===== src/rtl/gsg_pkg.sv =====
// Package: shared types, register indexes and codes of the geofence safety gate.
`default_nettype none
package gsg_pkg;

   localparam int CSR_IDX_W = 3;
   localparam int CSR_DATA_W = 64;
   localparam int TOTAL_PLANES = 6;
   localparam int POS_W = 17;
   localparam int PROD_W = 2 * POS_W - 1;
   localparam int ACC_W = 35;
   localparam int OFFSET_W = 18;
   localparam int FRAC_BITS = 14;

   localparam logic [CSR_IDX_W-1:0] REG_PLANE_A = 3'd0;
   localparam logic [CSR_IDX_W-1:0] REG_HULL_MARGIN = 3'd6;
   localparam logic [CSR_IDX_W-1:0] REG_UNC_LIMIT = 3'd7;

   localparam logic [14:0] MARGIN_RESET = 15'd30;
   localparam logic [15:0] LIMIT_RESET = 16'd20;
   localparam logic [19:0] STALE_LIMIT_US = 20'd20000;

   localparam logic [1:0] ACT_POSE = 2'd0;
   localparam logic [1:0] ACT_COMMAND = 2'd1;
   localparam logic [1:0] ACT_MODE_REQ = 2'd2;
   localparam logic [1:0] ACT_NONE = 2'd3;

   localparam logic [1:0] KIND_BODY_RATE = 2'd0;
   localparam logic [1:0] KIND_THRUST_TORQUE = 2'd1;
   localparam logic [1:0] KIND_MOTORS = 2'd2;
   localparam logic [1:0] KIND_UNKNOWN = 2'd3;

   localparam logic [1:0] MODE_NONE = 2'd0;
   localparam logic [1:0] MODE_BODY_RATE = 2'd1;
   localparam logic [1:0] MODE_THRUST_TORQUE = 2'd2;
   localparam logic [1:0] MODE_ACTUATOR = 2'd3;

   localparam int FLAG_UNCERTAIN_BIT = 0;
   localparam int FLAG_OOB_BIT = 1;

   typedef struct packed {
      logic signed [15:0] d;
      logic signed [15:0] nz;
      logic signed [15:0] ny;
      logic signed [15:0] nx;
   } plane_type;

   typedef struct packed {
      logic [14:0] hull_margin;
      logic [15:0] uncertainty_limit;
   } cfg_type;

   typedef struct packed {
      logic [1:0]         action;
      logic signed [15:0] pos_x;
      logic signed [15:0] pos_y;
      logic signed [15:0] pos_z;
      logic [15:0]        horiz_error;
      logic [15:0]        vert_error;
      logic [19:0]        cmd_age_us;
      logic [1:0]         cmd_kind;
      logic               offboard_active;
   } req_type;

   typedef struct packed {
      logic [1:0] flags;
      logic [1:0] land_count;
      logic [1:0] control_mode;
      logic       forward_setpoint;
      logic       request_ok;
      logic       kind_error;
   } rsp_type;

endpackage
`default_nettype wire


===== src/rtl/gsg_policy.sv =====
// Decision logic: flag update, land requests, command gating and mode request grants for one beat.
`default_nettype none
module gsg_policy
   import gsg_pkg::*;
#(
   parameter int PLANE_COUNT = 6
) (
   input  wire req_type              item,
   input  wire logic [1:0]           flags,
   input  wire logic [PLANE_COUNT-1:0] plane_fail,
   input  wire logic [15:0]          limit,
   output rsp_type                   result,
   output logic [1:0]                flags_next
);

   logic uncertain;
   logic outside;
   logic stale;
   logic unsafe;

   assign uncertain = (item.horiz_error > limit) || (item.vert_error > limit);
   assign outside = |plane_fail;
   assign stale = (item.cmd_age_us > STALE_LIMIT_US);
   assign unsafe = (flags != 2'b00);

   always_comb begin
      result = '0;
      flags_next = flags;
      unique case (item.action)
         ACT_POSE: begin
            flags_next[FLAG_UNCERTAIN_BIT] = uncertain;
            flags_next[FLAG_OOB_BIT] = outside;
            result.land_count = {1'b0, uncertain} + {1'b0, outside};
         end
         ACT_COMMAND: begin
            result.land_count = {1'b0, stale} + {1'b0, unsafe};
            if (!unsafe && !stale) begin
               unique case (item.cmd_kind)
                  KIND_BODY_RATE: result.control_mode = MODE_BODY_RATE;
                  KIND_THRUST_TORQUE: result.control_mode = MODE_THRUST_TORQUE;
                  KIND_MOTORS: result.control_mode = MODE_ACTUATOR;
                  default: result.control_mode = MODE_NONE;
               endcase
               result.kind_error = (item.cmd_kind == KIND_UNKNOWN);
               result.forward_setpoint = (item.cmd_kind != KIND_UNKNOWN)
                                       && item.offboard_active;
            end
         end
         ACT_MODE_REQ: begin
            result.request_ok = !unsafe;
         end
         default: begin
         end
      endcase
      result.flags = flags_next;
   end

endmodule
`default_nettype wire


===== config.mk =====
export PLATFORM = sky130hd
export DESIGN_NAME = gsg_policy
export DESIGN_NICKNAME = d
export VERILOG_FILES = /design/src/rtl/gsg_pkg.sv /design/src/rtl/gsg_policy.sv
export SDC_FILE = /design/constraint.sdc
export NUM_CORES = 1
export LEC_CHECK = 0
export BUFFER_PORTS_ARGS = -buffer_cell sky130_fd_sc_hd__buf_2
export CORE_UTILIZATION = 33
export DETAILED_ROUTE_END_ITERATION = 6
export PLACE_DENSITY = 0.93
export SLEW_MARGIN = 5
export SYNTH_ARGS = -nofsm -noshare
export SYNTH_HDL_FRONTEND = slang
export SYNTH_SLANG_ARGS = --single-unit

===== constraint.sdc =====
create_clock -name vclk -period 2.4
set_input_delay 0.12 -clock vclk [all_inputs]
set_output_delay 0.12 -clock vclk [all_outputs]
set_load 0.05 [all_outputs]

==> metrics.md <==
| Metric | Value |
|---|---|
| Status | finished, final reports clean |
| Fmax | 0.433 GHz |
| DR iter-0 viols | 16 |
| Fin. Hold Viols | 0 |
| Seq/Total Area, Yosys | 0% |
| PortBufs | between 90 and 100 |
| Antenna Violating Nets Remaining | 0 |
| Worst hold path type | primary input to output pin |
| Final Util | between 50 and 60% |
| Leading area contributor after synthesis | ha_1 |
| Worst Setup End Kind | output pin |
| Crit-path max cell delay | 0.50 ns |
| Period minus WS final | about 2.3 ns |
| Placer Congestion | between 0.7 and 0.8 |
| Row cnt | 20 |
| Placed Cells | around 280 |
| Wire per inst | between 10 and 15 um |
| Commonest non-fill, non-tap cell in the layout | buf_2 |
| Max Cap Violations | 0 |
| Most frequent cells in the layout | 90 x buf_2, 37 x ha_1, 20 x inv_1, 12 x a21oi_1, 9 x nor2_1 |
| DR vias | 1365 |
| Slew Viols, Final | 0 |
| Die area | about 3400 um^2 |
| Actual slew at the worst max-slew pin | ~0.38 ns |
| Post-synth top area share | between 40 and 50% |
| DR vias/cell | ~4.9 |
| Final worst-path cycle share | roughly 96% |
| Largest net degree at the start of global routing | 9 |
| Setup CP Type | primary input to output pin |
| Top area cells in the synthesized netlist | ha_1 45%, inv_1 7.2%, a21oi_1 6.2% |
| Nets | 402 |
| Power Density | 170 nW/um^2 |
| Syn Inst Count | between 100 and 150 |
| PnR Total Power | ~0.28 mW |
| Synth Warn # | 0 |
| Synthesized area | 1050 um^2 |
| WHS | 0.606 ns |
| Vias in the first global route | 1304 |
| DIE WIDTH | 58.4 um |
| Crit path max fanout | 2 |
| TNS Setup | 0 ns |
| Top Ports | 140 |
| Non-Filler Instances | 277 |
| Syn Nets | slightly above 300 |
| Cell area after layout | ~1600 um^2 |
| Mean Syn Cell Area | approximately 7.4 um^2 |
| Count of different cell masters after synthesis | 30 |
| Fillcell total | between 200 and 300 |
| Crit start category | primary input |
| Worst path slowest cell | or4_1 |
| FFs & Latches | 0 |
| Critical Path AT | roughly 2.2 ns |
| Hold-fix buffers, CTS | 0 |
| Crit path max-delay family | simple AND/OR/NAND/NOR gates |
| First-pass GRT wire length | 4830 um |
| Worst EP required | 2.28 ns |
| Starting density of the core | between 30% and 40% |
| First-pass DRT Iterations | 4 |
| Setup WS pre-CTS | -0.0268 ns |
| Initial antenna violation count | 0 |
| DRC violations left | 0 |
| Peak supply drop | 0.0595 mV |
| DP Wirelength | 2710 um |
| CP Buf/Inv Count | 2 |
| Leakage | ~0.93 nW |
| Antenna diodes | 0 |
| Chip height | 58.4 um |
| Setup ws final | slightly above 0.09 ns |
| Core area | 3030 um^2 |
| DP Area | between 1500 and 2000 um^2 |
| CP Cell Sequence | buf_2, or4_1, o21ai_1, a21oi_1, o31ai_2, and3_1, ha_1, nand2_1, or2_1, nor3b_2, buf_6 |
| Total gr overflow | 0 |
| Synth-to-layout area growth | 56.6% |
| Clock buffer count | 0 |
| Slew HR | roughly 75% |
| Final WL | around 3000 um |
| Final setup vio count | 0 |
| Storage element area | 0 um^2 |
| Multi-input logic area | 1020 um^2 |
| Share of layout cells above drive strength 1 | 45.9% |
| GRT Util Overall | ~17% |
## layer usage
metal | routed length [um] | GRT usage, % | vias to the layer above
met2 | 1520 | 36.1 | 53
met5 | 0 | 0 | -
li1 | - | - | 705
met1 | 1290 | 19.1 | 605
met4 | 14 | 1.36 | 0
met3 | 185 | 1.10 | 2
## cell usage after synthesis, types with 3 or more instances
cell type and count:
nor2_1 10, inv_1 20, nand2_1 6, nor4_1 3, nand3_1 6, a21oi_1 13, o211ai_1 3, nand4_1 8
nor3_1 4, ha_1 38, o21ai_0 3
## cells by family (layout without fill, tap and decap cells)
kind of cell	after synthesis	count (layout)	share of synthesized area, %
simple gates	49	49	24.9
fa+ha+maj	38	38	45.3
buf+inv	23	114	8.95
compound gates	29	29	17.8
mux	3	3	2.98
## where the power goes
group          total, mW  internal, mW  switching (mW)
clock network          0             0               0
registers              0             0               0
logic              0.279         0.129           0.150
## timing repair
item	CTS	global route
pin swaps	0	5
gates resized for setup	2	15
setup endpoints to repair	1	3
setup buffers	0	1
## final timing paths
| check | startpoint | end | cells past startpoint |
|---|---|---|---|
| hold / removal | item[104] | result[5] | 3 |
| setup / recovery | item[3] | result[2] | 11 |
## final cells by class
cell class	instances	area share, %
timing repair buffer	94	29.7
inverter	20	4.57
multi-input combinational	119	62.3
tap	44	3.35
Note: power is estimated with default switching activity, not from simulation.
