File: src/rtl/gsg_pkg.sv
// Package: shared types, register indexes and codes of the geofence safety gate.
`default_nettype none
package gsg_pkg;

   localparam int CSR_IDX_W = 3;
   localparam int CSR_DATA_W = 64;
   localparam int TOTAL_PLANES = 6;
   localparam int POS_W = 17;
   localparam int PROD_W = 2 * POS_W - 1;
   localparam int ACC_W = 35;
   localparam int OFFSET_W = 18;
   localparam int FRAC_BITS = 14;

   localparam logic [CSR_IDX_W-1:0] REG_PLANE_A = 3'd0;
   localparam logic [CSR_IDX_W-1:0] REG_HULL_MARGIN = 3'd6;
   localparam logic [CSR_IDX_W-1:0] REG_UNC_LIMIT = 3'd7;

   localparam logic [14:0] MARGIN_RESET = 15'd30;
   localparam logic [15:0] LIMIT_RESET = 16'd20;
   localparam logic [19:0] STALE_LIMIT_US = 20'd20000;

   localparam logic [1:0] ACT_POSE = 2'd0;
   localparam logic [1:0] ACT_COMMAND = 2'd1;
   localparam logic [1:0] ACT_MODE_REQ = 2'd2;
   localparam logic [1:0] ACT_NONE = 2'd3;

   localparam logic [1:0] KIND_BODY_RATE = 2'd0;
   localparam logic [1:0] KIND_THRUST_TORQUE = 2'd1;
   localparam logic [1:0] KIND_MOTORS = 2'd2;
   localparam logic [1:0] KIND_UNKNOWN = 2'd3;

   localparam logic [1:0] MODE_NONE = 2'd0;
   localparam logic [1:0] MODE_BODY_RATE = 2'd1;
   localparam logic [1:0] MODE_THRUST_TORQUE = 2'd2;
   localparam logic [1:0] MODE_ACTUATOR = 2'd3;

   localparam int FLAG_UNCERTAIN_BIT = 0;
   localparam int FLAG_OOB_BIT = 1;

   typedef struct packed {
      logic signed [15:0] d;
      logic signed [15:0] nz;
      logic signed [15:0] ny;
      logic signed [15:0] nx;
   } plane_type;

   typedef struct packed {
      logic [14:0] hull_margin;
      logic [15:0] uncertainty_limit;
   } cfg_type;

   typedef struct packed {
      logic [1:0]         action;
      logic signed [15:0] pos_x;
      logic signed [15:0] pos_y;
      logic signed [15:0] pos_z;
      logic [15:0]        horiz_error;
      logic [15:0]        vert_error;
      logic [19:0]        cmd_age_us;
      logic [1:0]         cmd_kind;
      logic               offboard_active;
   } req_type;

   typedef struct packed {
      logic [1:0] flags;
      logic [1:0] land_count;
      logic [1:0] control_mode;
      logic       forward_setpoint;
      logic       request_ok;
      logic       kind_error;
   } rsp_type;

endpackage
`default_nettype wire

File: src/rtl/gsg_plane_check.sv
// One half-space test: n.p + (d - margin) * 2^14 > 0 in exact fixed point.
`default_nettype none
module gsg_plane_check
   import gsg_pkg::*;
(
   input  wire plane_type            plane,
   input  wire logic signed [POS_W-1:0] px,
   input  wire logic signed [POS_W-1:0] py,
   input  wire logic signed [POS_W-1:0] pz,
   input  wire logic [14:0]          margin,
   output logic                      fail
);

   logic signed [POS_W-1:0]    nx_w, ny_w, nz_w;
   logic signed [PROD_W-1:0]   prod_x, prod_y, prod_z;
   logic signed [OFFSET_W-1:0] offset;
   logic signed [ACC_W-1:0]    acc;

   assign nx_w = POS_W'(plane.nx);
   assign ny_w = POS_W'(plane.ny);
   assign nz_w = POS_W'(plane.nz);

   assign prod_x = nx_w * px;
   assign prod_y = ny_w * py;
   assign prod_z = nz_w * pz;

   assign offset = OFFSET_W'(plane.d) - $signed({3'b000, margin});

   assign acc = ACC_W'(prod_x) + ACC_W'(prod_y) + ACC_W'(prod_z)
              + ACC_W'($signed({offset, {FRAC_BITS{1'b0}}}));

   assign fail = (acc > 0);

endmodule
`default_nettype wire

File: config.mk
export PLATFORM = sky130hd
export DESIGN_NAME = gsg_plane_check
export DESIGN_NICKNAME = d
export VERILOG_FILES = /design/src/rtl/gsg_pkg.sv /design/src/rtl/gsg_plane_check.sv
export SDC_FILE = /design/constraint.sdc
export NUM_CORES = 2
export LEC_CHECK = 0
export BUFFER_PORTS_ARGS = -buffer_cell sky130_fd_sc_hd__clkbuf_2
export CORE_MARGIN = 3
export CORE_UTILIZATION = 40
export DETAILED_ROUTE_END_ITERATION = 10
export PLACE_DENSITY = 0.59
export SLEW_MARGIN = 25
export SYNTH_ARGS = -nofsm -noshare
export SYNTH_HDL_FRONTEND = slang
export SYNTH_SLANG_ARGS = --single-unit
File: constraint.sdc
create_clock -name vclk -period 13.05
set_input_delay 2.61 -clock vclk [all_inputs]
set_output_delay 2.61 -clock vclk [all_outputs]
set_load 0.03 [all_outputs]
==> impl_metrics.json <==
{
  "status": "finished with violations",
  "failed_checks": "negative setup slack",
  "cp_slowest_cell": "sky130_fd_sc_hd__fa_2",
  "fin_ws_ns": -1.12,
  "start_util": 0.407,
  "design.final.nets": 5388,
  "die_x_um": 296,
  "layout-drive-gt1-share": 0.145,
  "yosys_warnings": 0,
  "max_clock_freq_ghz": 0.0706,
  "remaining_drc_errors": 0,
  "design.portCount": 131,
  "worst_slew_pin_slew_ns": 0.791,
  "layout_worst_path_cycle_share": 1.09,
  "worst-path-buf-inv": 5,
  "drtAntennaViolNets": 0,
  "final_cell_mix": "1,130 x sky130_fd_sc_hd__inv_1, 1,000 x sky130_fd_sc_hd__fa_1, 446 x sky130_fd_sc_hd__nand2_1, 389 x sky130_fd_sc_hd__buf_4, 346 x sky130_fd_sc_hd__and2_1",
  "slew_violations": 0,
  "drt-total-wl_um": 88900,
  "hold_violations": 0,
  "drt-initial-drc-count": 978,
  "grt_setup_unrepaired": "yes",
  "core_area_sq_mm": 0.0828,
  "syn_to_final_growth_pct": 15.4,
  "arrival_ns": 11.56,
  "critical_path_class": "input port to primary output",
  "synthTopCellsByArea": "sky130_fd_sc_hd__fa_1 60%, sky130_fd_sc_hd__inv_1 13%, sky130_fd_sc_hd__ha_1 8.0%, sky130_fd_sc_hd__and2_1 6.4%, sky130_fd_sc_hd__nand2_1 5.0%",
  "sequential_cell_area_sq_um": 0,
  "launching_element_of_the_worst_setup_path": "plane[48]",
  "final_period_minus_worst_setup_slack_ns": 14.17,
  "final_common_cell": "sky130_fd_sc_hd__inv_1",
  "synth_area_sq_mm": 0.0337,
  "avgViaCountPerCell": 4.63,
  "yosysTopAreaCell": "sky130_fd_sc_hd__fa_1",
  "place.gp.congestion": 1.01,
  "tns_ns": -1.12,
  "number_of_nets_produced_by_synthesis": 4957,
  "rows": 105,
  "syn_area_per_cell_sq_um": 9.33,
  "grt_antenna_before_repair": 3,
  "overflow": 0,
  "critPathMaxStageDelay_ns": 0.66,
  "dieArea_sq_mm": 0.0877,
  "hold_worst_path_end": "fail",
  "route.detailed.wl_per_inst_um": 17.4,
  "worst_path_dominant_cell_family": "adder cells",
  "setup-violations-final": 1,
  "nFlopsAndLatches": 0,
  "yosysUniqueCellTypes": 72,
  "worstSetupStartpointType": "input port",
  "post_cts_hold_buffer_count": 0,
  "first_pass_grt_wire_length_um": 147000,
  "drv_cap": 0,
  "worstHoldPathType": "input port to primary output",
  "synth_top_area_frac": 0.597,
  "detailedPlacementHpwl_um": 86200,
  "die_y_um": 296,
  "crit_path_end_kind": "primary output",
  "relSlewSlack": 0.472,
  "worst-endpoint-required_ns": 10.44,
  "timing.hold.worst.start": "pz[0]",
  "timing.critical_path.fanout_max": 4,
  "drtPass1Iterations": 5,
  "dr_total_vias": 23700,
  "synthesis.instances": 3608,
  "grt_max_degree": 18,
  "crit_path_frequent_cell": "sky130_fd_sc_hd__fa_1",
  "port-buffer-count": 131,
  "layout.clock_buffers": 0,
  "first_global_vias": 26800,
  "hold-path-cell-count": 17,
  "synth_sequential_area_ratio": 0,
  "grt.total_usage": 0.216
}
## through the flow
step / std cells / area (sq um) / hold WS, ns / worst slack (ns) / utilization
CTS: 5107 / 38800 / 7.40 / -1.26 / 0.469
floorplan: 3608 / 33700 / 6.30 / -0.478 / -
global placement: 5106 / 38800 / 7.37 / -1.30 / 0.469
global route: 5107 / 38800 / 7.35 / -1.54 / 0.469
finish: 5109 / 38800 / 7.24 / -1.12 / 0.469
detailed placement: 5106 / 38800 / 7.38 / -1.36 / 0.469
## synth_stat cells, drive strengths merged, types with 8 or more instances
cell / number
nand3: 17
nand2: 446
fa: 1004
ha: 215
nand2b: 28
nor3: 13
a21o: 10
clkbuf: 118
xor2: 11
nand3b: 8
xnor2: 31
o21ai: 24
o211ai: 8
nor2b: 21
inv: 1130
and2: 346
nor2: 40
a21oi: 32
## area by class of cell
cell class | count | area, sq um
diodes | 2 | 5.00
fillers | 7992 | 43900
inverters | 1131 | 4250
multi-input cells | 2352 | 29000
well taps | 1070 | 1340
repair buffers | 554 | 4270
## logic make-up after synthesis
family | share of synthesized area
AOI/OAI and AO/OA | 0.0274
adders and majority gates | 0.677
muxes | 0.00346
xor gates and xnor gates | 0.0109
buffers and inverters | 0.141
and+or+nand+nor | 0.141
## metal layers
metal	global-route usage	share of wire
met3	0.0144	0.041
met5	0	0.00026
met1	0.319	0.48
met2	0.354	0.46
met4	0.0417	0.026
## repair_timing
action / CTS / global route
setup endpoints to repair: 1 / 1
pin swaps: 11 / 4
setup buffers: 1 / 0
gates resized for setup: 9 / 2
## worst max-delay path by stage
stage | to | cells past startpoint
6_report | fail | 33
5_1_grt | fail | 38
4_1_cts | fail | 34
3_5_place_dp | fail | 34
3_3_place_gp | fail | 38
2_1_floorplan | fail | 37
## tightest hold or removal path: cells and delay by family
kind            cells  cell delay [ns]
compound gates      3             0.40
simple gates        7             0.64
fa+ha+maj           2             0.24
buf+inv             5             0.71
Power is not shown: default switching activity piles up to over one toggle a cycle in this logic, so the estimate is an artifact.
