[config.mk]
export PLATFORM = sky130hd
export DESIGN_NAME = gsg_csr
export DESIGN_NICKNAME = d
export VERILOG_FILES = /design/src/rtl/gsg_pkg.sv /design/src/rtl/gsg_csr.sv
export SDC_FILE = /design/constraint.sdc
export NUM_CORES = 1
export LEC_CHECK = 0
export BUFFER_PORTS_ARGS = -buffer_cell sky130_fd_sc_hd__clkbuf_2
export CORE_MARGIN = 10
export CORE_UTILIZATION = 39
export CTS_CLUSTER_SIZE = 14
export DETAILED_ROUTE_END_ITERATION = 16
export PLACE_DENSITY_LB_ADDON = 0.08
export SKIP_CTS_REPAIR_TIMING = 1
export SLEW_MARGIN = 0
export SYNTH_ARGS = -nofsm -noshare
export SYNTH_HDL_FRONTEND = slang
export SYNTH_SLANG_ARGS = --single-unit
export TNS_END_PERCENT = 1
[constraint.sdc]
create_clock -name clock -period 3.25 [get_ports clock]
set_input_delay 0.1625 -clock clock [delete_from_list [all_inputs] [get_ports clock]]
set_output_delay 0.1625 -clock clock [all_outputs]
set_load 0.02 [all_outputs]
[src/rtl/gsg_pkg.sv]
// Package: shared types, register indexes and codes of the geofence safety gate.
`default_nettype none
package gsg_pkg;

   localparam int CSR_IDX_W = 3;
   localparam int CSR_DATA_W = 64;
   localparam int TOTAL_PLANES = 6;
   localparam int POS_W = 17;
   localparam int PROD_W = 2 * POS_W - 1;
   localparam int ACC_W = 35;
   localparam int OFFSET_W = 18;
   localparam int FRAC_BITS = 14;

   localparam logic [CSR_IDX_W-1:0] REG_PLANE_A = 3'd0;
   localparam logic [CSR_IDX_W-1:0] REG_HULL_MARGIN = 3'd6;
   localparam logic [CSR_IDX_W-1:0] REG_UNC_LIMIT = 3'd7;

   localparam logic [14:0] MARGIN_RESET = 15'd30;
   localparam logic [15:0] LIMIT_RESET = 16'd20;
   localparam logic [19:0] STALE_LIMIT_US = 20'd20000;

   localparam logic [1:0] ACT_POSE = 2'd0;
   localparam logic [1:0] ACT_COMMAND = 2'd1;
   localparam logic [1:0] ACT_MODE_REQ = 2'd2;
   localparam logic [1:0] ACT_NONE = 2'd3;

   localparam logic [1:0] KIND_BODY_RATE = 2'd0;
   localparam logic [1:0] KIND_THRUST_TORQUE = 2'd1;
   localparam logic [1:0] KIND_MOTORS = 2'd2;
   localparam logic [1:0] KIND_UNKNOWN = 2'd3;

   localparam logic [1:0] MODE_NONE = 2'd0;
   localparam logic [1:0] MODE_BODY_RATE = 2'd1;
   localparam logic [1:0] MODE_THRUST_TORQUE = 2'd2;
   localparam logic [1:0] MODE_ACTUATOR = 2'd3;

   localparam int FLAG_UNCERTAIN_BIT = 0;
   localparam int FLAG_OOB_BIT = 1;

   typedef struct packed {
      logic signed [15:0] d;
      logic signed [15:0] nz;
      logic signed [15:0] ny;
      logic signed [15:0] nx;
   } plane_type;

   typedef struct packed {
      logic [14:0] hull_margin;
      logic [15:0] uncertainty_limit;
   } cfg_type;

   typedef struct packed {
      logic [1:0]         action;
      logic signed [15:0] pos_x;
      logic signed [15:0] pos_y;
      logic signed [15:0] pos_z;
      logic [15:0]        horiz_error;
      logic [15:0]        vert_error;
      logic [19:0]        cmd_age_us;
      logic [1:0]         cmd_kind;
      logic               offboard_active;
   } req_type;

   typedef struct packed {
      logic [1:0] flags;
      logic [1:0] land_count;
      logic [1:0] control_mode;
      logic       forward_setpoint;
      logic       request_ok;
      logic       kind_error;
   } rsp_type;

endpackage
`default_nettype wire

[src/rtl/gsg_csr.sv]
// Configuration registers: plane coefficients, hull margin and uncertainty limit.
`default_nettype none
module gsg_csr
   import gsg_pkg::*;
#(
   parameter int PLANE_COUNT = 6
) (
   input  wire logic                  clock,
   input  wire logic                  reset,
   input  wire logic                  wr_en,
   input  wire logic [CSR_IDX_W-1:0]  wr_index,
   input  wire logic [CSR_DATA_W-1:0] wr_data,
   output plane_type                  planes [PLANE_COUNT],
   output cfg_type                    cfg
);

   plane_type planes_ff [PLANE_COUNT];
   cfg_type   cfg_ff;

   always_ff @(posedge clock) begin
      if (reset) begin
         for (int i = 0; i < PLANE_COUNT; i++) begin
            planes_ff[i] <= '0;
         end
         cfg_ff.hull_margin <= MARGIN_RESET;
         cfg_ff.uncertainty_limit <= LIMIT_RESET;
      end else if (wr_en) begin
         for (int i = 0; i < PLANE_COUNT; i++) begin
            if (wr_index == REG_PLANE_A + CSR_IDX_W'(i)) begin
               planes_ff[i] <= plane_type'(wr_data);
            end
         end
         if (wr_index == REG_HULL_MARGIN) begin
            cfg_ff.hull_margin <= wr_data[14:0];
         end
         if (wr_index == REG_UNC_LIMIT) begin
            cfg_ff.uncertainty_limit <= wr_data[15:0];
         end
      end
   end

   assign planes = planes_ff;
   assign cfg = cfg_ff;

endmodule
`default_nettype wire

==> results of run 1 <==
[worst min-delay path by stage]
stage | startpoint | slack (ns) | depth (start not counted) | endpoint
2_1_floorplan | wr_data[1] | 0.33 | 2 | cfg[17]
3_3_place_gp | wr_data[3] | 0.45 | 3 | cfg[19]
3_5_place_dp | planes[383] | 0.46 | 2 | planes[383]
4_1_cts | wr_data[3] | -0.14 | 3 | cfg[19]
5_1_grt | wr_data[20] | 0.004 | 3 | planes[276]
6_report | wr_data[54] | -0.02 | 3 | planes[374]
[synthesized netlist by cell type]
cell type / number
buf_6: 2
or4b_1: 1
buf_1: 6
nand4_1: 1
nand4bb_1: 3
nand4b_1: 3
dfxtp_1: 415
clkbuf_1: 59
nor2_1: 10
mux2i_1: 415
nor4bb_1: 1
and4b_1: 1
nor4b_2: 1
buf_4: 5
buf_2: 42
nand2b_1: 473
[final cells by class]
| type | instances | area share |
|---|---|---|
| Sequential cell | 415 | 0.405 |
| Multi-Input combinational cell | 909 | 0.358 |
| Timing Repair Buffer | 509 | 0.133 |
| Clock buffer | 70 | 0.0669 |
| Tap cell | 532 | 0.0325 |
| Clock inverter | 9 | 0.00500 |
| Antenna cell | 1 | 0.000122 |
[power breakdown]
part | internal, mW | switching (mW)
logic | 0.335 | 0.527
registers | 5.20 | 0.0649
clock network | 3.05 | 2.07
[per-stage QoR]
step	total power, mW	hold slack, ns	cells	setup WS [ns]
global route	11.7	0.00443	2444	1.67
CTS	11.4	-0.143	2440	1.77
detailed placement	6.25	0.462	2361	1.17
floorplan	5.91	0.330	1438	1.90
finish	11.3	-0.0196	2445	1.78
global placement	6.24	0.446	2361	1.22
[sequential cells by signal, indices dropped and copies added, names as in the netlist]
name / cells
cfg: 31
planes: 384
[worst max-delay path: cells and delay by family]
kind	cells	cell delay, ns
simple gates	1	0.85
buf+inv	2	0.70
mux	1	0.15
[layout by cell type (no fill, tap or decap), drive strengths merged, types with 2 or more instances in the layout]
| cell type | instances |
|---|---|
| nand2b | 473 |
| nand4bb | 3 |
| dlygate4sd3 | 4 |
| nor2 | 10 |
| dfxtp | 415 |
| bufinv | 2 |
| mux2i | 415 |
| buf | 22 |
| nand4b | 3 |
| clkbuf | 553 |
| clkinv | 5 |
| inv | 2 |
[cells by family (layout without fill, tap and decap cells)]
family,count (synthesis),after routing,synth area share
and+or+nand+nor,494,494,0.193
muxes,415,415,0.258
DFF,415,415,0.517
buffers and inverters,114,588,0.0320
other,0,1,0
[routing by layer]
layer | up-vias | track usage | share of wire
met5 | - | 0 | 0.00072
met4 | 4 | 0.0695 | 0.027
met3 | 75 | 0.0728 | 0.081
met2 | 323 | 0.325 | 0.47
met1 | 5470 | 0.243 | 0.42
li1 | 5624 | - | -
==> implementation parameters, run 1 <==
Parameter                              Value

Outcome
  Status ... finished, violations left
  Violations in the final reports ... hold timing

Routing
  Remaining number of nets flagged by the antenna check after routing ... 0
  Vias after detailed routing ... 11500
  DRC viols ... 0
  Via count normalized by instance count ... 4.70
  Total Routed Length ... 52500 µm
  Drt pass-1 iters ... 5
  Detail-routed net length per standard cell ... 21.5 µm
  Starting DRC count in detailed routing ... 538

Logic synthesis
  Post-synthesis average cell area ... 11.2 µm²
  Net count after synthesis ... 1508
  Post-synthesis cell type count ... 16
  Biggest area consumer among synthesized cells ... dfxtp_1
  Top post-synthesis cells by area ... dfxtp_1 52%, mux2i_1 26%, nand2b_1 18%
  Mapped cell area ... 0.0161 mm²
  Flop and latch count out of synthesis ... 415
  Proportion of synthesized chip area in sequential cells ... 0.517
  Number of instances in the synthesized netlist ... 1438
  Number of warning messages in the yosys log ... 0
  Yosys top cell area share ... 0.517

Die
  Initial core utilization ... 0.394
  Number of rows in the core area ... 74
  Width of the die ... 223 µm
  Die height ... 223 µm
  Full die area ... 0.0498 mm²
  Core Area ... 0.0408 mm²
  IO Pins ... 485

CTS
  # H-tree levels ... 2
  Maximum count of clock buffers along a single path ... 3
  Count of clock tree sinks ... 415
  Root buffer selected by CTS ... clkbuf_16
  Clock latency on the worst-skew pair ... 0.57 ns
  Num CTS Buffers ... 45
  Clock-pin slew on the worst setup and hold paths ... 0.06 ns
  TritonCTS clock tree ... built

Finish
  Share of final-layout standard cells stronger than drive strength 1 ... 0.302
  Fin area ... 0.0205 mm²
  Area taken by multi-input logic gates ... 0.00733 mm²
  Count of fill cells added during filler insertion ... 3829
  Number of nets in the layout ... 1950
  Fin util ... 0.502
  Area Overhead vs Synth ... 27.5%
  Total area of sequential cells ... 0.00831 mm²

Place
  Standard cell area after detailed placement ... 0.0190 mm²
  DP HPWL ... 37600 µm
  Routability-driven placement congestion ratio ... 0.771
  Count of buffers inserted at the top-level ports ... 484

Global route
  Via count of the first global-routing pass ... 11900
  Final global-route overflow total ... 0
  Antenna violations before repair ... 3
  Wire length of the first global-routing pass ... 78000 µm
  Pin count of the biggest net entering global routing ... 145
  GRT Total Usage ... 0.202

STA
  Worst Tran Pin Value ... 0.951 ns
  Slew Limit Headroom ... 0.366
  Final worst hold slack ... -0.0196 ns
  Final setup vio count ... 0
  Final min period ... 1.47 ns
  Unrepaired setup endpoints after global routing ... false
  Maximum clock rate ... 681 MHz
  Setup TNS after final layout ... 0 ns
  Final hold violation count ... 7
  Final period utilization ... 0.452
  Pins over their slew limit ... 0
  Worst Skew ... 0 ns

Setup path
  Endpoint of the worst register-to-register path ... planes[66]
  Register-to-register setup slack ... 2.56 ns
  Slowest stage delay, CP ... 0.85 ns
  Critical path start-end classification ... input pin to flop
  Crit path max-delay cell type ... nand4bb_4
  Start point of the critical path ... wr_index[2]
  Arr. time, crit path ... 1.91 ns
  Kind of end point of the critical path ... flop
  Biggest fanout along the worst timing path ... 35
  Capture point of the critical path ... planes[224]
  Cell count of the worst reg-to-reg path ... 2
  Launch instance of the worst register-to-register path ... planes[66]
  Required time worst endpoint ... 3.69 ns
  Crit path launch type ... input pin
  Critical path cell sequence ... clkbuf_2, nand4bb_4, buf_12, mux2i_1

Hold path
  Type of the tightest min-delay check ... input pin to flop

Job
  Number of maximum-capacitance constraint violations ... 0

Power
  Standby leakage power ... 10.6 nW
  Max VDD drop ... 453 µV
  Power density normalized to cell area ... 549 mW/mm²
Power figures use the tool's default switching activity.
==> inputs of run 2 (changes only) <==
--- a/config.mk
+++ b/config.mk
@@ -5,6 +5,7 @@
 export SDC_FILE = /design/constraint.sdc
 export NUM_CORES = 1
 export LEC_CHECK = 0
+export ABC_AREA = 1
 export BUFFER_PORTS_ARGS = -buffer_cell sky130_fd_sc_hd__clkbuf_2
 export CORE_MARGIN = 10
 export CORE_UTILIZATION = 39
==> constraint.sdc (replaced) <==
create_clock -name clock -period 1.5 [get_ports clock]
set_input_delay 0.075 -clock clock [delete_from_list [all_inputs] [get_ports clock]]
set_output_delay 0.075 -clock clock [all_outputs]
set_load 0.02 [all_outputs]
==> implementation parameters, run 2 <==
Parameter                              Value

Outcome
  Status ... finished, violations left (unchanged)
  Violations in the final reports ... hold timing (unchanged)

Setup path
  Arr. time, crit path ... 1.18 ns (was 1.91 ns)
  Cell count of the worst reg-to-reg path ... 2 (unchanged)
  Crit path launch type ... flop (was input pin)
  Critical path start-end classification ... flop to primary output (was input pin to flop)
  Number of cells on the critical path ... 1 (was 4)
  Start point of the critical path ... planes[278] (was wr_index[2])
  Crit path max-delay cell type ... dfxtp_1 (was nand4bb_4)
  Register-to-register setup slack ... 0.87 ns (was 2.56 ns)
  Slowest stage delay, CP ... 0.40 ns (was 0.85 ns)
  Crit path buf inv count ... 1 (was 2)
  Endpoint of the worst register-to-register path ... planes[48] (was planes[66])
  Required time worst endpoint ... 1.42 ns (was 3.69 ns)
  Cell family with most CP delay ... flip-flops (was simple AND/OR/NAND/NOR gates)
  Critical path cell sequence ... clkbuf_2 (was clkbuf_2, nand4bb_4, buf_12, mux2i_1)
  Biggest fanout along the worst timing path ... 2 (was 35)
  Launch instance of the worst register-to-register path ... planes[48] (was planes[66])
  Capture point of the critical path ... planes[278] (was planes[224])
  Kind of end point of the critical path ... primary output (was flop)

Routing
  Total Routed Length ... 64100 µm (was 52500 µm)
  Remaining number of nets flagged by the antenna check after routing ... 0 (unchanged)
  DRC viols ... 0 (unchanged)
  Starting DRC count in detailed routing ... 1293 (was 538)
  Detail-routed net length per standard cell ... 19.2 µm (was 21.5 µm)
  Drt pass-1 iters ... 5 (unchanged)
  Vias after detailed routing ... 16500 (was 11500)
  Via count normalized by instance count ... 4.95 (was 4.70)

Logic synthesis
  Flop and latch count out of synthesis ... 415 (unchanged)
  Post-synthesis cell type count ... 13 (was 16)
  Top post-synthesis cells by area ... dfxtp_1 51%, nor2_1 19%, nand3_1 12% (was dfxtp_1 52%, mux2i_1 26%, nand2b_1 18%)
  Mapped cell area ... 0.0163 mm² (was 0.0161 mm²)
  Yosys top cell area share ... 0.510 (was 0.517)
  Most instantiated library cell after synthesis ... nor2_1 (was nand2b_1)
  Biggest area consumer among synthesized cells ... dfxtp_1 (unchanged)
  Proportion of synthesized chip area in sequential cells ... 0.510 (was 0.517)
  Number of enable-type register cells in the synthesized netlist ... 0 (unchanged)
  Net count after synthesis ... 2400 (was 1508)
  Commonest cells in the synthesized netlist ... 824 x nor2_1, 442 x nand2_1, 415 x dfxtp_1 (was 473 x nand2b_1, 415 x dfxtp_1, 415 x mux2i_1)
  Leading register cell type out of synthesis ... dfxtp_1 (unchanged)
  Number of warning messages in the yosys log ... 0 (unchanged)
  Post-synth ARST share ... 0 (unchanged)
  Post-synthesis average cell area ... 6.99 µm² (was 11.2 µm²)
  Number of instances in the synthesized netlist ... 2330 (was 1438)

CTS
  Clock-pin slew on the worst setup and hold paths ... 0.06 ns (about the same)
  Root buffer selected by CTS ... clkbuf_16 (unchanged)
  # H-tree levels ... 2 (unchanged)
  TritonCTS clock tree ... built (unchanged)
  Num CTS Buffers ... 45 (unchanged)
  Maximum count of clock buffers along a single path ... 3 (unchanged)
  Clock latency on the worst-skew pair ... 0.57 ns (about the same)
  Count of clock tree sinks ... 415 (unchanged)

Die
  IO Pins ... 485 (unchanged)
  Number of rows in the core area ... 74 (unchanged)
  Initial core utilization ... 0.397 (was 0.394)
  Width of the die ... 224 µm (was 223 µm)
  Full die area ... 0.0503 mm² (was 0.0498 mm²)
  Die height ... 224 µm (was 223 µm)
  Core Area ... 0.0410 mm² (was 0.0408 mm²)

Hold path
  Type of the tightest min-delay check ... input pin to flop (unchanged)

Finish
  Commonest non-fill, non-tap cell in the layout ... nor2_1 (was clkbuf_2)
  Number of nets in the layout ... 2847 (was 1950)
  Area Overhead vs Synth ... 30.7% (was 27.5%)
  Count of fill cells added during filler insertion ... 4093 (was 3829)
  Most used cells in the layout excluding fill and tap cells ... 819 x nor2_1, 484 x clkbuf_2, 442 x nand2_1, 415 x dfxtp_1, 401 x nand3_1 (was 483 x clkbuf_2, 473 x nand2b_1, 415 x mux2i_1, 415 x dfxtp_1, 47 x clkbuf_16)
  Antenna fix cells ... 0 (was 1)
  Max FFs per register ... 384 (unchanged)
  Filler-free cell count of the finished design ... 3343 (was 2445)
  Fin area ... 0.0213 mm² (was 0.0205 mm²)
  Share of final-layout standard cells stronger than drive strength 1 ... 0.224 (was 0.302)

STA
  Final min period ... 1.26 ns
  Setup TNS after final layout ... 0 ns (unchanged)
  Pins over their slew limit ... 0 (unchanged)
  Unrepaired setup endpoints after global routing ... false (unchanged)
  Slew Limit Headroom ... 0.698 (was 0.366)
  Maximum clock rate ... 795 MHz
  Final hold violation count ... 60 (was 7)
  Worst Skew ... 0 ns (unchanged)
  Final period utilization ... 0.839
  Final setup vio count ... 0 (unchanged)
  Final worst hold slack ... -0.0332 ns (was -0.0196 ns)
  Worst Tran Pin Value ... 0.452 ns (was 0.951 ns)

Place
  DP HPWL ... 44800 µm (was 37600 µm)
  Standard cell area after detailed placement ... 0.0195 mm² (was 0.0190 mm²)
  Dpl cells ... 3234 (was 2361)
  Count of buffers inserted at the top-level ports ... 484 (unchanged)
  Routability-driven placement congestion ratio ... 0.839 (was 0.771)

Job
  Number of maximum-capacitance constraint violations ... 0 (unchanged)

Power
  Power density normalized to cell area ... 1240 mW/mm² (was 549 mW/mm²)
  Standby leakage power ... 10.1 nW (was 10.6 nW)
  Max VDD drop ... 749 µV (was 453 µV)

Global route
  GRT Total Usage ... 0.241 (was 0.202)
  Wire length of the first global-routing pass ... 95000 µm (was 78000 µm)
  Final global-route overflow total ... 0 (unchanged)
  Antenna violations before repair ... 1 (was 3)
  Pin count of the biggest net entering global routing ... 77 (was 145)
  Via count of the first global-routing pass ... 15400 (was 11900)
-- run 2: changes by cell type after synthesis, sizes merged, moves of 62 or more --
cell    previous run  this run
buf               55       117
inv                0        72
mux2i            415         0
nand2              0       442
nand2b           473         0
nand3              0       401
nor2              10       830
-- run 2: tightest hold or removal path, cell delays in order --
cell      delay (ns)
clkbuf_2        0.08
inv_1           0.11
nand3_1         0.11
nand2_1         0.05
nor2_1          0.07
-- run 2: routing by layer --
metal / up-vias / track usage / part of all wire
li1: 8127 / - / -
met1: 7691 / 0.303 / 0.42
met2: 615 / 0.394 / 0.47
met3: 101 / 0.0651 / 0.082
met4: 2 / 0.0781 / 0.029
met5: - / 0 / 0.00020
-- run 2: final cells by class --
cell class / instances / area, µm² / area share
Sequential cell: 415 / 8310 / 0.390
Multi-Input combinational cell: 1673 / 6860 / 0.322
Timing Repair Buffer: 570 / 3640 / 0.171
Clock buffer: 68 / 1350 / 0.0636
Tap cell: 532 / 666 / 0.0313
Inverter: 72 / 280 / 0.0132
Clock inverter: 13 / 173 / 0.00812
-- run 2: power by group --
part / internal (mW) / switching (mW) / total [mW] / leakage, nW
logic: 1.01 / 2.14 / 3.15 / 5.98
registers: 11.4 / 0.265 / 11.7 / 3.37
clock network: 6.90 / 4.59 / 11.5 / 0.759
total: 19.3 / 7.00 / 26.3 / 10.1
-- run 2: metrics by stage --
step	util	setup WS [ns]	power, mW
3_3_place_gp	0.475	0.249	15.0
3_5_place_dp	0.475	0.189	15.0
4_1_cts	0.512	0.214	26.5
5_1_grt	0.519	0.207	27.3
6_report	0.519	0.241	26.3
2_1_floorplan	-	0.510	13.7
-- run 2: cells by family after synthesis --
| family | after synthesis | share of synthesized area |
|---|---|---|
| buf+inv | 242 | 0.0711 |
| simple gates | 1673 | 0.419 |
| flops | 415 | 0.510 |
-- run 2: worst min path at each step --
stage,start,to,slack [ns],depth (start not counted)
6_report,wr_data[19],planes[339],-0.03,5
5_1_grt,wr_data[34],planes[98],0.0007,5
4_1_cts,wr_data[1],cfg[17],-0.27,3
3_5_place_dp,wr_data[1],cfg[17],0.34,3
3_3_place_gp,wr_data[1],cfg[17],0.31,3
2_1_floorplan,wr_data[2],cfg[2],0.20,2
==> inputs of run 3 (changes only) <==
==> constraint.sdc (replaced) <==
create_clock -name clock -period 1.3 [get_ports clock]
set_input_delay 0.065 -clock clock [delete_from_list [all_inputs] [get_ports clock]]
set_output_delay 0.065 -clock clock [all_outputs]
set_load 0.02 [all_outputs]
==> implementation parameters, run 3 (synthesis gave the netlist of run 2 again) <==
Parameter                              Value

Job
  Number of maximum-capacitance constraint violations ... 0 (unchanged)

STA
  Maximum clock rate ... 801 MHz
  Final worst hold slack ... -0.0370 ns (was -0.0332 ns)
  Final min period ... 1.25 ns
  Pins over their slew limit ... 0 (unchanged)
  Worst Tran Pin Value ... 0.468 ns (was 0.452 ns)
  Setup TNS after final layout ... 0 ns (unchanged)
  Final setup vio count ... 0 (unchanged)
  Worst Skew ... 0 ns (unchanged)
  Unrepaired setup endpoints after global routing ... false (unchanged)
  Slew Limit Headroom ... 0.688 (was 0.698)
  Final hold violation count ... 52 (was 60)
  Final period utilization ... 0.960

Power
  Power density normalized to cell area ... 1390 mW/mm² (was 1240 mW/mm²)
  Standby leakage power ... 10.3 nW (was 10.1 nW)
  Max VDD drop ... 749 µV (about the same)

CTS
  # H-tree levels ... 2 (unchanged)
  Count of clock tree sinks ... 415 (unchanged)
  Maximum count of clock buffers along a single path ... 3 (unchanged)
  Clock-pin slew on the worst setup and hold paths ... 0.06 ns (about the same)
  Root buffer selected by CTS ... clkbuf_16 (unchanged)
  Num CTS Buffers ... 46 (was 45)
  TritonCTS clock tree ... built (unchanged)
  Clock latency on the worst-skew pair ... 0.57 ns (about the same)

Global route
  Final global-route overflow total ... 0 (unchanged)
  Pin count of the biggest net entering global routing ... 86 (was 77)
  GRT Total Usage ... 0.242 (was 0.241)
  Wire length of the first global-routing pass ... 96000 µm (was 95000 µm)
  Antenna violations before repair ... 4 (was 1)
  Via count of the first global-routing pass ... 15700 (was 15400)

Setup path
  Critical path start-end classification ... flop to primary output (unchanged)
  Number of cells on the critical path ... 1 (unchanged)
  Slowest stage delay, CP ... 0.41 ns (was 0.40 ns)
  Crit path launch type ... flop (unchanged)
  Critical path cell sequence ... clkbuf_2 (unchanged)
  Biggest fanout along the worst timing path ... 2 (unchanged)
  Cell family with most CP delay ... flip-flops (unchanged)
  Register-to-register setup slack ... 0.65 ns (was 0.87 ns)
  Endpoint of the worst register-to-register path ... planes[241] (was planes[48])
  Crit path max-delay cell type ... dfxtp_1 (unchanged)
  Launch instance of the worst register-to-register path ... planes[241] (was planes[48])
  Arr. time, crit path ... 1.18 ns (about the same)
  Start point of the critical path ... planes[243] (was planes[278])
  Required time worst endpoint ... 1.24 ns (was 1.42 ns)
  Crit path buf inv count ... 1 (unchanged)
  Kind of end point of the critical path ... primary output (unchanged)
  Capture point of the critical path ... planes[243] (was planes[278])
  Cell count of the worst reg-to-reg path ... 2 (unchanged)

Routing
  Starting DRC count in detailed routing ... 1495 (was 1293)
  Total Routed Length ... 64000 µm (was 64100 µm)
  Remaining number of nets flagged by the antenna check after routing ... 0 (unchanged)
  Drt pass-1 iters ... 5 (unchanged)
  Via count normalized by instance count ... 4.94 (was 4.95)
  DRC viols ... 0 (unchanged)
  Vias after detailed routing ... 16700 (was 16500)
  Detail-routed net length per standard cell ... 19.0 µm (was 19.2 µm)

Die
  IO Pins ... 485 (unchanged)
  Number of rows in the core area ... 74 (unchanged)
  Full die area ... 0.0503 mm² (unchanged)
  Die height ... 224 µm (unchanged)
  Initial core utilization ... 0.397 (unchanged)
  Width of the die ... 224 µm (unchanged)
  Core Area ... 0.0410 mm² (unchanged)

Place
  DP HPWL ... 45500 µm (was 44800 µm)
  Count of buffers inserted at the top-level ports ... 484 (unchanged)
  Routability-driven placement congestion ratio ... 0.874 (was 0.839)

Outcome
  Violations in the final reports ... hold timing (unchanged)
  Status ... finished, violations left (unchanged)

Finish
  Count of fill cells added during filler insertion ... 4168 (was 4093)
  Max FFs per register ... 384 (unchanged)
  Share of final-layout standard cells stronger than drive strength 1 ... 0.229 (was 0.224)
  Number of nets in the layout ... 2877 (was 2847)
  Area Overhead vs Synth ... 32.8% (was 30.7%)
  Most used cells in the layout excluding fill and tap cells ... 819 x nor2_1, 484 x clkbuf_2, 442 x nand2_1, 415 x dfxtp_1, 401 x nand3_1 (unchanged)
  Fin util ... 0.527 (was 0.519)
  Commonest non-fill, non-tap cell in the layout ... nor2_1 (unchanged)

Hold path
  Type of the tightest min-delay check ... input pin to flop (unchanged)
-- run 3: cell count changes in the layout (fill, tap and decap cells not counted) --
cell	previous run	this run
buf_12	40	51
buf_4	18	31
bufinv_16	4	0
clkbuf_1	9	15
clkbuf_16	45	49
clkbuf_8	14	13
clkinv_2	7	5
clkinvlp_4	0	2
diode_2	0	1
dlygate4sd3_1	28	33
inv_6	2	0
-- run 3: metal layers --
| metal | track usage | part of all wire | routed length [µm] | vias to the layer above |
|---|---|---|---|---|
| li1 | - | - | - | 8203 |
| met1 | 0.301 | 0.42 | 26800 | 7766 |
| met3 | 0.0657 | 0.080 | 5090 | 106 |
| met4 | 0.0853 | 0.030 | 1950 | 6 |
| met2 | 0.398 | 0.47 | 30200 | 592 |
| met5 | 0 | 0.00044 | 28 | - |
-- run 3: where the power goes --
| group | internal [mW] | total, mW | switching [mW] |
|---|---|---|---|
| Clock | 7.63 | 12.9 | 5.28 |
| Sequential | 13.2 | 13.5 | 0.301 |
| Combinational | 1.26 | 3.75 | 2.49 |
| Total | 22.1 | 30.1 | 8.07 |
-- run 3: worst min-delay path by stage --
| stage | from | endpoint | depth (start not counted) |
|---|---|---|---|
| 2_1_floorplan | wr_data[2] | cfg[2] | 2 |
| 3_3_place_gp | wr_data[1] | cfg[17] | 3 |
| 3_5_place_dp | wr_data[1] | cfg[17] | 3 |
| 4_1_cts | wr_data[1] | cfg[17] | 3 |
| 5_1_grt | wr_data[49] | planes[177] | 5 |
| 6_report | wr_data[46] | planes[302] | 5 |
-- run 3: tightest hold or removal path: stages --
cell and delay [ns]:
clkbuf_2 0.08, inv_1 0.12, nand3_1 0.12, nand2_1 0.04
nor2_1 0.07
-- run 3: final cells by class --
class                           count  area (µm²)  area share
Tap cell                          532         666      0.0308
Sequential cell                   415        8310       0.384
Multi-Input combinational cell   1673        6860       0.317
Clock inverter                      7        40.0     0.00185
Clock buffer                       77        1460      0.0676
Inverter                           72         280      0.0130
Antenna cell                        1        2.50    0.000116
Timing Repair Buffer              599        4010       0.185
-- run 3: metrics by stage --
step	worst slack, ns	cell area [µm²]	power [mW]	instances
final	0.0515	21600	30.1	3376
after floorplan	0.320	16300	15.9	2330
after detailed placement	0.00268	19800	17.4	3258
after global routing	0.0194	21600	31.3	3376
after global placement	0.0568	19800	17.4	3258
after CTS	0.0295	21300	30.3	3342
